==> config.mk <==
export PLATFORM = sky130hd
export DESIGN_NAME = phase_pattern_detector_core_flat
export DESIGN_NICKNAME = d
export VERILOG_FILES = /design/src/rtl/ppd_pkg.sv /design/src/rtl/ppd_if.sv /design/src/rtl/ppd_select.sv /design/src/rtl/phase_pattern_detector_core.sv /design/src/flat_wrapper.sv
export SDC_FILE = /design/constraint.sdc
export NUM_CORES = 1
export LEC_CHECK = 0
export ABC_AREA = 1
export BUFFER_PORTS_ARGS = -buffer_cell sky130_fd_sc_hd__buf_2
export CAP_MARGIN = 20
export CORE_ASPECT_RATIO = 0.8
export CORE_MARGIN = 2
export CORE_UTILIZATION = 40
export DETAILED_ROUTE_END_ITERATION = 10
export PLACE_DENSITY = 0.62
export SLEW_MARGIN = 15
export SYNTH_ARGS = -nofsm -noshare
export SYNTH_HDL_FRONTEND = slang
export SYNTH_SLANG_ARGS = --single-unit
==> constraint.sdc <==
create_clock -name clk -period 13.6 [get_ports clk]
set_clock_uncertainty 0.15 [all_clocks]
set_input_delay 1.36 -clock clk [delete_from_list [all_inputs] [get_ports clk]]
set_output_delay 1.36 -clock clk [all_outputs]
set_load 0.05 [all_outputs]
==> src/rtl/ppd_pkg.sv <==
// Package for the phase pattern detector.
// Holds the reference phase patterns, frame constants and the result type.
// No dependencies.
package ppd_pkg;

    localparam int SYMBOLS = 24;
    localparam int DIFFS = SYMBOLS - 1;
    localparam int PATTERNS = 4;
    localparam int PAT_W = 2;
    localparam int CNT_W = 5;
    localparam int GRAY_W = 2;
    localparam int ERR_W = 16;

    // Difference positions that contribute nothing to the sums.
    localparam logic [CNT_W-1:0] PAUSE_POS_A = CNT_W'(5);
    localparam logic [CNT_W-1:0] PAUSE_POS_B = CNT_W'(11);
    localparam logic [CNT_W-1:0] PAUSE_POS_C = CNT_W'(17);

    // Quarter-turn codes: zero, plus a quarter, half turn, minus a quarter.
    typedef logic [1:0] quarter_t;

    localparam quarter_t QTR_ZERO = 2'd0;
    localparam quarter_t QTR_PLUS = 2'd1;
    localparam quarter_t QTR_HALF = 2'd2;
    localparam quarter_t QTR_MINUS = 2'd3;

    localparam quarter_t REF_QUARTER [PATTERNS][DIFFS] = '{
        '{QTR_ZERO, QTR_ZERO, QTR_ZERO, QTR_HALF, QTR_ZERO, QTR_HALF, QTR_HALF, QTR_ZERO,
          QTR_HALF, QTR_HALF, QTR_HALF, QTR_ZERO, QTR_ZERO, QTR_ZERO, QTR_ZERO, QTR_HALF,
          QTR_ZERO, QTR_HALF, QTR_HALF, QTR_ZERO, QTR_HALF, QTR_HALF, QTR_HALF},
        '{QTR_PLUS, QTR_PLUS, QTR_PLUS, QTR_MINUS, QTR_PLUS, QTR_ZERO, QTR_MINUS, QTR_PLUS,
          QTR_MINUS, QTR_MINUS, QTR_MINUS, QTR_ZERO, QTR_PLUS, QTR_PLUS, QTR_PLUS, QTR_MINUS,
          QTR_PLUS, QTR_ZERO, QTR_MINUS, QTR_PLUS, QTR_MINUS, QTR_MINUS, QTR_MINUS},
        '{QTR_HALF, QTR_HALF, QTR_HALF, QTR_ZERO, QTR_HALF, QTR_HALF, QTR_ZERO, QTR_HALF,
          QTR_ZERO, QTR_ZERO, QTR_ZERO, QTR_ZERO, QTR_HALF, QTR_HALF, QTR_HALF, QTR_ZERO,
          QTR_HALF, QTR_HALF, QTR_ZERO, QTR_HALF, QTR_ZERO, QTR_ZERO, QTR_ZERO},
        '{QTR_MINUS, QTR_MINUS, QTR_MINUS, QTR_PLUS, QTR_MINUS, QTR_ZERO, QTR_PLUS,
          QTR_MINUS, QTR_PLUS, QTR_PLUS, QTR_PLUS, QTR_ZERO, QTR_MINUS, QTR_MINUS,
          QTR_MINUS, QTR_PLUS, QTR_MINUS, QTR_ZERO, QTR_PLUS, QTR_MINUS, QTR_PLUS,
          QTR_PLUS, QTR_PLUS}
    };

    typedef struct packed {
        logic [GRAY_W-1:0] pattern_gray;
        logic [ERR_W-1:0]  best_error;
    } ppd_result_t;

    function automatic quarter_t ref_quarter(input logic [PAT_W-1:0] pat,
                                             input logic [CNT_W-1:0] pos);
        quarter_t code;
        code = QTR_ZERO;
        if (pos < CNT_W'(DIFFS))
        begin
            code = REF_QUARTER[pat][pos];
        end
        return code;
    endfunction

endpackage

==> src/rtl/ppd_if.sv <==
// Channel interfaces of the phase pattern detector: symbol input and result output.
// Depends on ppd_pkg for the result field widths.
interface phase_sym_if #(parameter int ANGLE_BITS = 12);
    logic                  valid;
    logic                  ready;
    logic [ANGLE_BITS-1:0] phase;
    logic                  restart;

    modport source (output valid, output phase, output restart, input ready);
    modport sink (input valid, input phase, input restart, output ready);
endinterface

interface pattern_res_if;
    import ppd_pkg::*;
    logic              valid;
    logic              ready;
    logic [GRAY_W-1:0] pattern_gray;
    logic [ERR_W-1:0]  best_error;

    modport source (output valid, output pattern_gray, output best_error, input ready);
    modport sink (input valid, input pattern_gray, input best_error, output ready);
endinterface

==> src/rtl/ppd_select.sv <==
// Picks the pattern with the smallest absolute error sum and forms the result beat.
// Depends on ppd_pkg.
module ppd_select
    import ppd_pkg::*;
#(
    parameter int SUM_W = 17
)
(
    input  logic [PATTERNS-1:0][SUM_W-1:0] sums,
    output ppd_result_t                    result
);

    localparam int EXT_W = (SUM_W > ERR_W) ? SUM_W : ERR_W + 1;

    logic [PATTERNS-1:0][SUM_W-1:0] mag;
    logic                           lo_pick;
    logic                           hi_pick;
    logic                           top_pick;
    logic [SUM_W-1:0]               lo_mag;
    logic [SUM_W-1:0]               hi_mag;
    logic [SUM_W-1:0]               best_mag;
    logic [PAT_W-1:0]               lo_idx;
    logic [PAT_W-1:0]               hi_idx;
    logic [PAT_W-1:0]               best_idx;
    logic [EXT_W-1:0]               mag_ext;

    always_comb
    begin
        for (int p = 0; p < PATTERNS; p++)
        begin
            mag[p] = sums[p][SUM_W-1] ? (~sums[p] + SUM_W'(1)) : sums[p];
        end

        // Strict compares keep the lower index on a tie.
        lo_pick = mag[1] < mag[0];
        lo_mag = lo_pick ? mag[1] : mag[0];
        lo_idx = lo_pick ? PAT_W'(1) : PAT_W'(0);
        hi_pick = mag[3] < mag[2];
        hi_mag = hi_pick ? mag[3] : mag[2];
        hi_idx = hi_pick ? PAT_W'(3) : PAT_W'(2);
        top_pick = hi_mag < lo_mag;
        best_mag = top_pick ? hi_mag : lo_mag;
        best_idx = top_pick ? hi_idx : lo_idx;

        mag_ext = EXT_W'(best_mag);
        result.pattern_gray = GRAY_W'(best_idx ^ (best_idx >> 1));
        if (|mag_ext[EXT_W-1:ERR_W])
        begin
            result.best_error = '1;
        end
        else
        begin
            result.best_error = mag_ext[ERR_W-1:0];
        end
    end

endmodule

==> src/rtl/phase_pattern_detector_core.sv <==
// Top level of the phase pattern detector: input register, four error accumulators,
// frame result register and output register. Depends on ppd_pkg, ppd_if and ppd_select.
//
//   Channel | Direction | Beat contents          | Handshake
//   sym     | in        | phase, restart         | valid / ready
//   res     | out       | pattern_gray, best_err | valid / ready
//
// One symbol beat is taken every cycle unless the result path stalls; the four pattern sums update in parallel.
// A frame's result passes the input, frame result and output registers in that order.
// Reset clears the frame count, the sums and all valid flags.
// A stalled result stops the symbol path only once a second frame result is waiting.
module phase_pattern_detector_core
    import ppd_pkg::*;
#(
    parameter int ANGLE_BITS = 12
)
(
    input  logic                 clk,
    input  logic                 rst_n,
    phase_sym_if.sink            sym,
    pattern_res_if.source        res
);

    localparam int SUM_W = ANGLE_BITS + 5;

    logic                           a_valid_reg;
    logic [ANGLE_BITS-1:0]          a_phase_reg;
    logic                           a_restart_reg;
    logic [ANGLE_BITS-1:0]          prev_phase_reg;
    logic [CNT_W-1:0]               count_reg;
    logic [CNT_W-1:0]               count_next;
    logic [PATTERNS-1:0][SUM_W-1:0] sum_reg;
    logic [PATTERNS-1:0][SUM_W-1:0] sum_next;
    logic                           fin_valid_reg;
    logic [PATTERNS-1:0][SUM_W-1:0] fin_sum_reg;
    logic                           out_valid_reg;
    ppd_result_t                    out_reg;
    ppd_result_t                    sel_result;

    logic                           out_free;
    logic                           fin_free;
    logic                           a_fire;
    logic                           frame_start;
    logic                           frame_done;
    logic                           skip_pos;
    logic [CNT_W-1:0]               diff_pos;
    logic [ANGLE_BITS-1:0]          diff;
    logic [ANGLE_BITS-1:0]          ref_ang;
    logic [ANGLE_BITS-1:0]          err;

    assign out_free = !out_valid_reg || res.ready;
    assign fin_free = !fin_valid_reg || out_free;
    assign a_fire = a_valid_reg && fin_free;
    assign sym.ready = !a_valid_reg || fin_free;

    always_comb
    begin
        frame_start = a_restart_reg || (count_reg == '0) || (count_reg >= CNT_W'(SYMBOLS));
        diff_pos = count_reg - CNT_W'(1);
        diff = a_phase_reg - prev_phase_reg;
        skip_pos = (diff_pos == PAUSE_POS_A) || (diff_pos == PAUSE_POS_B)
                || (diff_pos == PAUSE_POS_C) || (diff_pos >= CNT_W'(DIFFS));
        count_next = frame_start ? CNT_W'(1) : count_reg + CNT_W'(1);
        frame_done = !frame_start && (count_next == CNT_W'(SYMBOLS));
        ref_ang = '0;
        err = '0;
        for (int p = 0; p < PATTERNS; p++)
        begin
            ref_ang = {ref_quarter(PAT_W'(p), diff_pos), {(ANGLE_BITS - 2){1'b0}}};
            err = ref_ang - diff;
            if (frame_start)
            begin
                sum_next[p] = '0;
            end
            else if (skip_pos)
            begin
                sum_next[p] = sum_reg[p];
            end
            else
            begin
                sum_next[p] = sum_reg[p] + {{(SUM_W - ANGLE_BITS){err[ANGLE_BITS-1]}}, err};
            end
        end
    end

    ppd_select #(
        .SUM_W (SUM_W)
    ) u_select (
        .sums   (fin_sum_reg),
        .result (sel_result)
    );

    always_ff @(posedge clk or negedge rst_n)
    begin
        if (!rst_n)
        begin
            a_valid_reg <= 1'b0;
            prev_phase_reg <= '0;
            count_reg <= '0;
            sum_reg <= '0;
            fin_valid_reg <= 1'b0;
            out_valid_reg <= 1'b0;
        end
        else
        begin
            if (sym.ready)
            begin
                a_valid_reg <= sym.valid;
            end

            if (a_fire)
            begin
                prev_phase_reg <= a_phase_reg;
                sum_reg <= sum_next;
                count_reg <= frame_done ? '0 : count_next;
            end

            if (a_fire && frame_done)
            begin
                fin_valid_reg <= 1'b1;
            end
            else if (fin_valid_reg && out_free)
            begin
                fin_valid_reg <= 1'b0;
            end

            if (fin_valid_reg && out_free)
            begin
                out_valid_reg <= 1'b1;
            end
            else if (res.ready)
            begin
                out_valid_reg <= 1'b0;
            end
        end
    end

    always_ff @(posedge clk)
    begin
        if (sym.valid && sym.ready)
        begin
            a_phase_reg <= sym.phase;
            a_restart_reg <= sym.restart;
        end
        if (a_fire && frame_done)
        begin
            fin_sum_reg <= sum_next;
        end
        if (fin_valid_reg && out_free)
        begin
            out_reg <= sel_result;
        end
    end

    assign res.valid = out_valid_reg;
    assign res.pattern_gray = out_reg.pattern_gray;
    assign res.best_error = out_reg.best_error;

endmodule
==> src/flat_wrapper.sv <==
// flat-port wrapper written by rule: the top's interface ports become plain ports
module phase_pattern_detector_core_flat import ppd_pkg::*;
#(
    parameter int ANGLE_BITS = 12
)
  (clk, rst_n, sym_valid, sym_phase, sym_restart, sym_ready, res_valid, res_pattern_gray, res_best_error, res_ready);
  phase_sym_if #(.ANGLE_BITS(ANGLE_BITS)) sym_i ();
  pattern_res_if res_i ();
  input  logic clk;
  input  logic rst_n;
  input wire logic [$bits(sym_i.valid)-1:0] sym_valid;
  input wire logic [$bits(sym_i.phase)-1:0] sym_phase;
  input wire logic [$bits(sym_i.restart)-1:0] sym_restart;
  output wire logic [$bits(sym_i.ready)-1:0] sym_ready;
  output wire logic [$bits(res_i.valid)-1:0] res_valid;
  output wire logic [$bits(res_i.pattern_gray)-1:0] res_pattern_gray;
  output wire logic [$bits(res_i.best_error)-1:0] res_best_error;
  input wire logic [$bits(res_i.ready)-1:0] res_ready;
  assign sym_i.valid = sym_valid;
  assign sym_i.phase = sym_phase;
  assign sym_i.restart = sym_restart;
  assign sym_ready = sym_i.ready;
  assign res_valid = res_i.valid;
  assign res_pattern_gray = res_i.pattern_gray;
  assign res_best_error = res_i.best_error;
  assign res_i.ready = res_ready;
  phase_pattern_detector_core #(.ANGLE_BITS(ANGLE_BITS)) u_core (.clk(clk), .rst_n(rst_n), .sym(sym_i), .res(res_i));
endmodule
==> key figures <==
Routing
  • DR WL met2: between 15000 and 20000 um
  • DR vias/cell: 5.17
  • Via Count: between 10000 and 15000
  • Drt initial violations: between 900 and 1000
  • DRT met1 WL: 20300 um
  • Iteration count of the initial detailed-routing pass: 5
  • Top Layer Used: met4
  • WL final: between 30000 and 40000 um
  • Wire length on met3: around 2300 um
  • Antenna Nets Post-Route: 0
  • DR WL/cell: approximately 16 um
  • Drt drc: 0

Clock tree
  • Clk root buf: clkbuf_16
  • Bufs on Longest Clock Path: 2
  • Total CTS buffers: 17
  • CTS clock-pin slew for the worst setup and hold paths: ~0.08 ns
  • CTS Hold Buffers Added: 0
  • CTS tree: built
  • Setup bufs post-CTS: 0
  • Post-cts gate resize count: 0
  • Clock Latency Late Sink: about 0.46 ns
  • H-tree depth reported by CTS: 4
  • Clk sinks: between 150 and 200

Setup path
  • Slowest CP cell: nand2_1
  • Crit path max fanout: 35
  • CP max stage delay: roughly 0.73 ns
  • Most frequent CP cell: nand2_1
  • Setup Crit Path Kind: flip-flop to flip-flop
  • CP delay by family, top: simple AND/OR/NAND/NOR gates
  • Startpoint types: flip-flop
  • R2R depth: 26
  • Crit path depth: 26
  • Required @ worst endpoint: between 10 and 15 ns
  • WP data arrival: around 6.6 ns
  • Endpoint type of the worst setup path: flip-flop
  • Buffers & Inverters on Critical Path: 2

Power and ir drop
  • Clock power frac: between 15 and 20%
  • Sw Share: 49.9%
  • Power Density: around 210 mW/mm^2
  • Net Sw Power: 1690 uW
  • Worst IR drop on VDD: about 0.00013 V
  • Reg power frac: 22.9%
  • Pleak: a little under 0.008 uW
  • Cell Int Power: between 1500 and 2000 uW
  • Total power draw: between 3000 and 4000 uW
  • Comb power frac: around three fifths

Place
  • Placer Congestion: 0.909
  • PortBufs: 36
  • Dpl cells: around 2500
  • HPWL after detailed placement: about 30000 um

Logic synthesis
  • Synth Net Count: between 2000 and 2500
  • Cell with the most instances after synthesis: nand2_1
  • Cells after Synth: approximately 2000
  • Commonest cells post-synth: nand2_1, inv_1, o21ai_0
  • Synth top area share: 19.9%
  • YS warnings: 0
  • Synth Area per Inst: between 7 and 8 sq um
  • Main synth FF type: edfxtp_1
  • Async SR Flop Fraction: about 47%
  • Number of synthesized register bits: 187
  • Number of flops mapped to enable cells by yosys: between 90 and 100
  • Yosys cell types: 51
  • Mapped cell area: 0.0149 sq mm
  • Biggest area consumer among synthesized cells: edfxtp_1
  • Dominant cells by area after synthesis: edfxtp_1, dfrtp_1, nand2_1, ha_1, inv_1
  • Post-synthesis sequential area ratio: around a third

STA
  • Tcrit/Tclk final: 48.0%
  • Setup TNS Final: 0 ns
  • Fmax: ~150 MHz
  • RSZ-0062 raised after global routing: false
  • Slew margin rel.: between 30% and 40%
  • Crit path time final: 6.53 ns
  • Final hold vios: 0
  • # setup viols final: 0
  • Max-slew violation count: 0
  • Worst Tran Pin Value: between 0.9 and 1 ns

Worst hold path
  • Worst Hold Depth: 2
  • Hold crit path type: flip-flop to flip-flop

Finish
  • Synth-to-Final Area Change: 8.15%
  • Share of cells above drive strength 1: 6.79%
  • Final Non-Filler Cells: 2506
  • Layout Utilization: a little over two fifths
  • Fin nets: around 2200

Global routing
  • Vias in the first global route: 12100
  • Initial antenna violation count: 1
  • First-pass GRT wire length: about 64000 um
  • Gr usage total: between 20% and 30%
  • Overflow after GRT: 0
  • Largest net degree at the start of global routing: just under 70

Floorplan
  • Die X: approximately 220 um
  • Initial Utilization: roughly two fifths
  • Die ar.: between 0.03 and 0.04 sq mm
  • Die H: 177 um
  • Top Ports: 37
  • Core area: approximately 0.037 sq mm
  • # rows: 63

Outcome
  • Status: completed

Run
  • Max-cap violations: 0
==> cells by family (layout without fill, tap and decap cells) <==
group           after synthesis  in the layout  synth area share, %
simple gates                845            845                 24.2
compound gates              392            392                 14.3
buf+inv                     320            343                 8.34
flops                       187            187                 34.6
fa+ha+maj                   141            141                 12.1
xor+xnor                    107            107                 6.27
mux                           3              3                0.226
other cells                   0              1                    0
==> cell type report <==
| class | count | area [sq um] |
|---|---|---|
| Fill cell | 3654 | 20800 |
| Clock inverter | 14 | 151 |
| Tap cell | 487 | 609 |
| Clock buffer | 18 | 439 |
| Antenna cell | 1 | 2.50 |
| Sequential cell | 187 | 5170 |
| Timing Repair Buffer | 45 | 250 |
| Multi-Input combinational cell | 1488 | 8540 |
| Inverter | 266 | 998 |
==> cells in the final DEF, fill, tap and decap left out, types with 3 or more instances in the layout <==
cell       instances
nand2_1          526
inv_1            261
o21ai_0          180
a21oi_1          139
ha_1             136
nor2_1           100
edfxtp_1          99
nand3_1           90
dfrtp_1           88
xor2_1            65
xnor2_1           42
buf_2             35
nand4_1           33
nor3_1            32
o21ai_1           22
or2_2             17
clkbuf_16         17
a31oi_1           16
or2_1             10
a211oi_2          10
buf_4             10
nand2_2            8
o31ai_1            7
nor2_2             5
nand3b_1           5
and3_1             5
fa_1               5
inv_2              4
inv_8              4
inv_6              4
nand3_2            3
mux2_2             3
nor4_1             3
o311ai_0           3
==> stage by stage <==
step | cell area [sq um] | hold WS, ns | setup WS [ns]
after floorplan | 14900 | 0.283 | 8.05
after global placement | 15600 | 0.310 | 7.17
after detailed placement | 15600 | 0.328 | 7.10
after CTS | 16200 | 0.338 | 7.10
after global routing | 16200 | 0.362 | 6.37
final | 16200 | 0.331 | 7.07
==> path summary, 6_finish.rpt <==
kind                                        from                  endpoint  slack (ns)
max                        u_core.fin_sum_reg[0]  u_core.res.best_error[2]        7.07
min                         u_core.fin_valid_reg          u_core.res.valid        0.33
max reg2reg                u_core.fin_sum_reg[0]  u_core.res.best_error[2]        7.07
min reg2reg                 u_core.fin_valid_reg          u_core.res.valid        0.33
max in group asynchronous                  rst_n         u_core.sum_reg[5]       11.40
min in group asynchronous                  rst_n       u_core.count_reg[2]        0.75
==> power by group through the flow <==
stage          Clock, uW  Sequential [uW]  Combinational, uW
3_5_place_dp           0              783               2060
5_1_grt              550              784               2370
2_1_floorplan          0              769               1620
3_3_place_gp           0              781               2020
6_report             519              774               2090
4_1_cts              528              772               2070
==> tightest hold or removal path: stages, from the launching register on <==
cell and delay, ns:
dfrtp_1 0.32, inv_1 0.06, nand2_1 0.07
==> metal layers <==
layer / vias up / track usage (%)
met5: - / 0
met4: 0 / 4.53
met3: 31 / 4.66
met2: 286 / 31.9
met1: 5993 / 30.9
li1: 6647 / -
(Power assumes the default switching activity.)
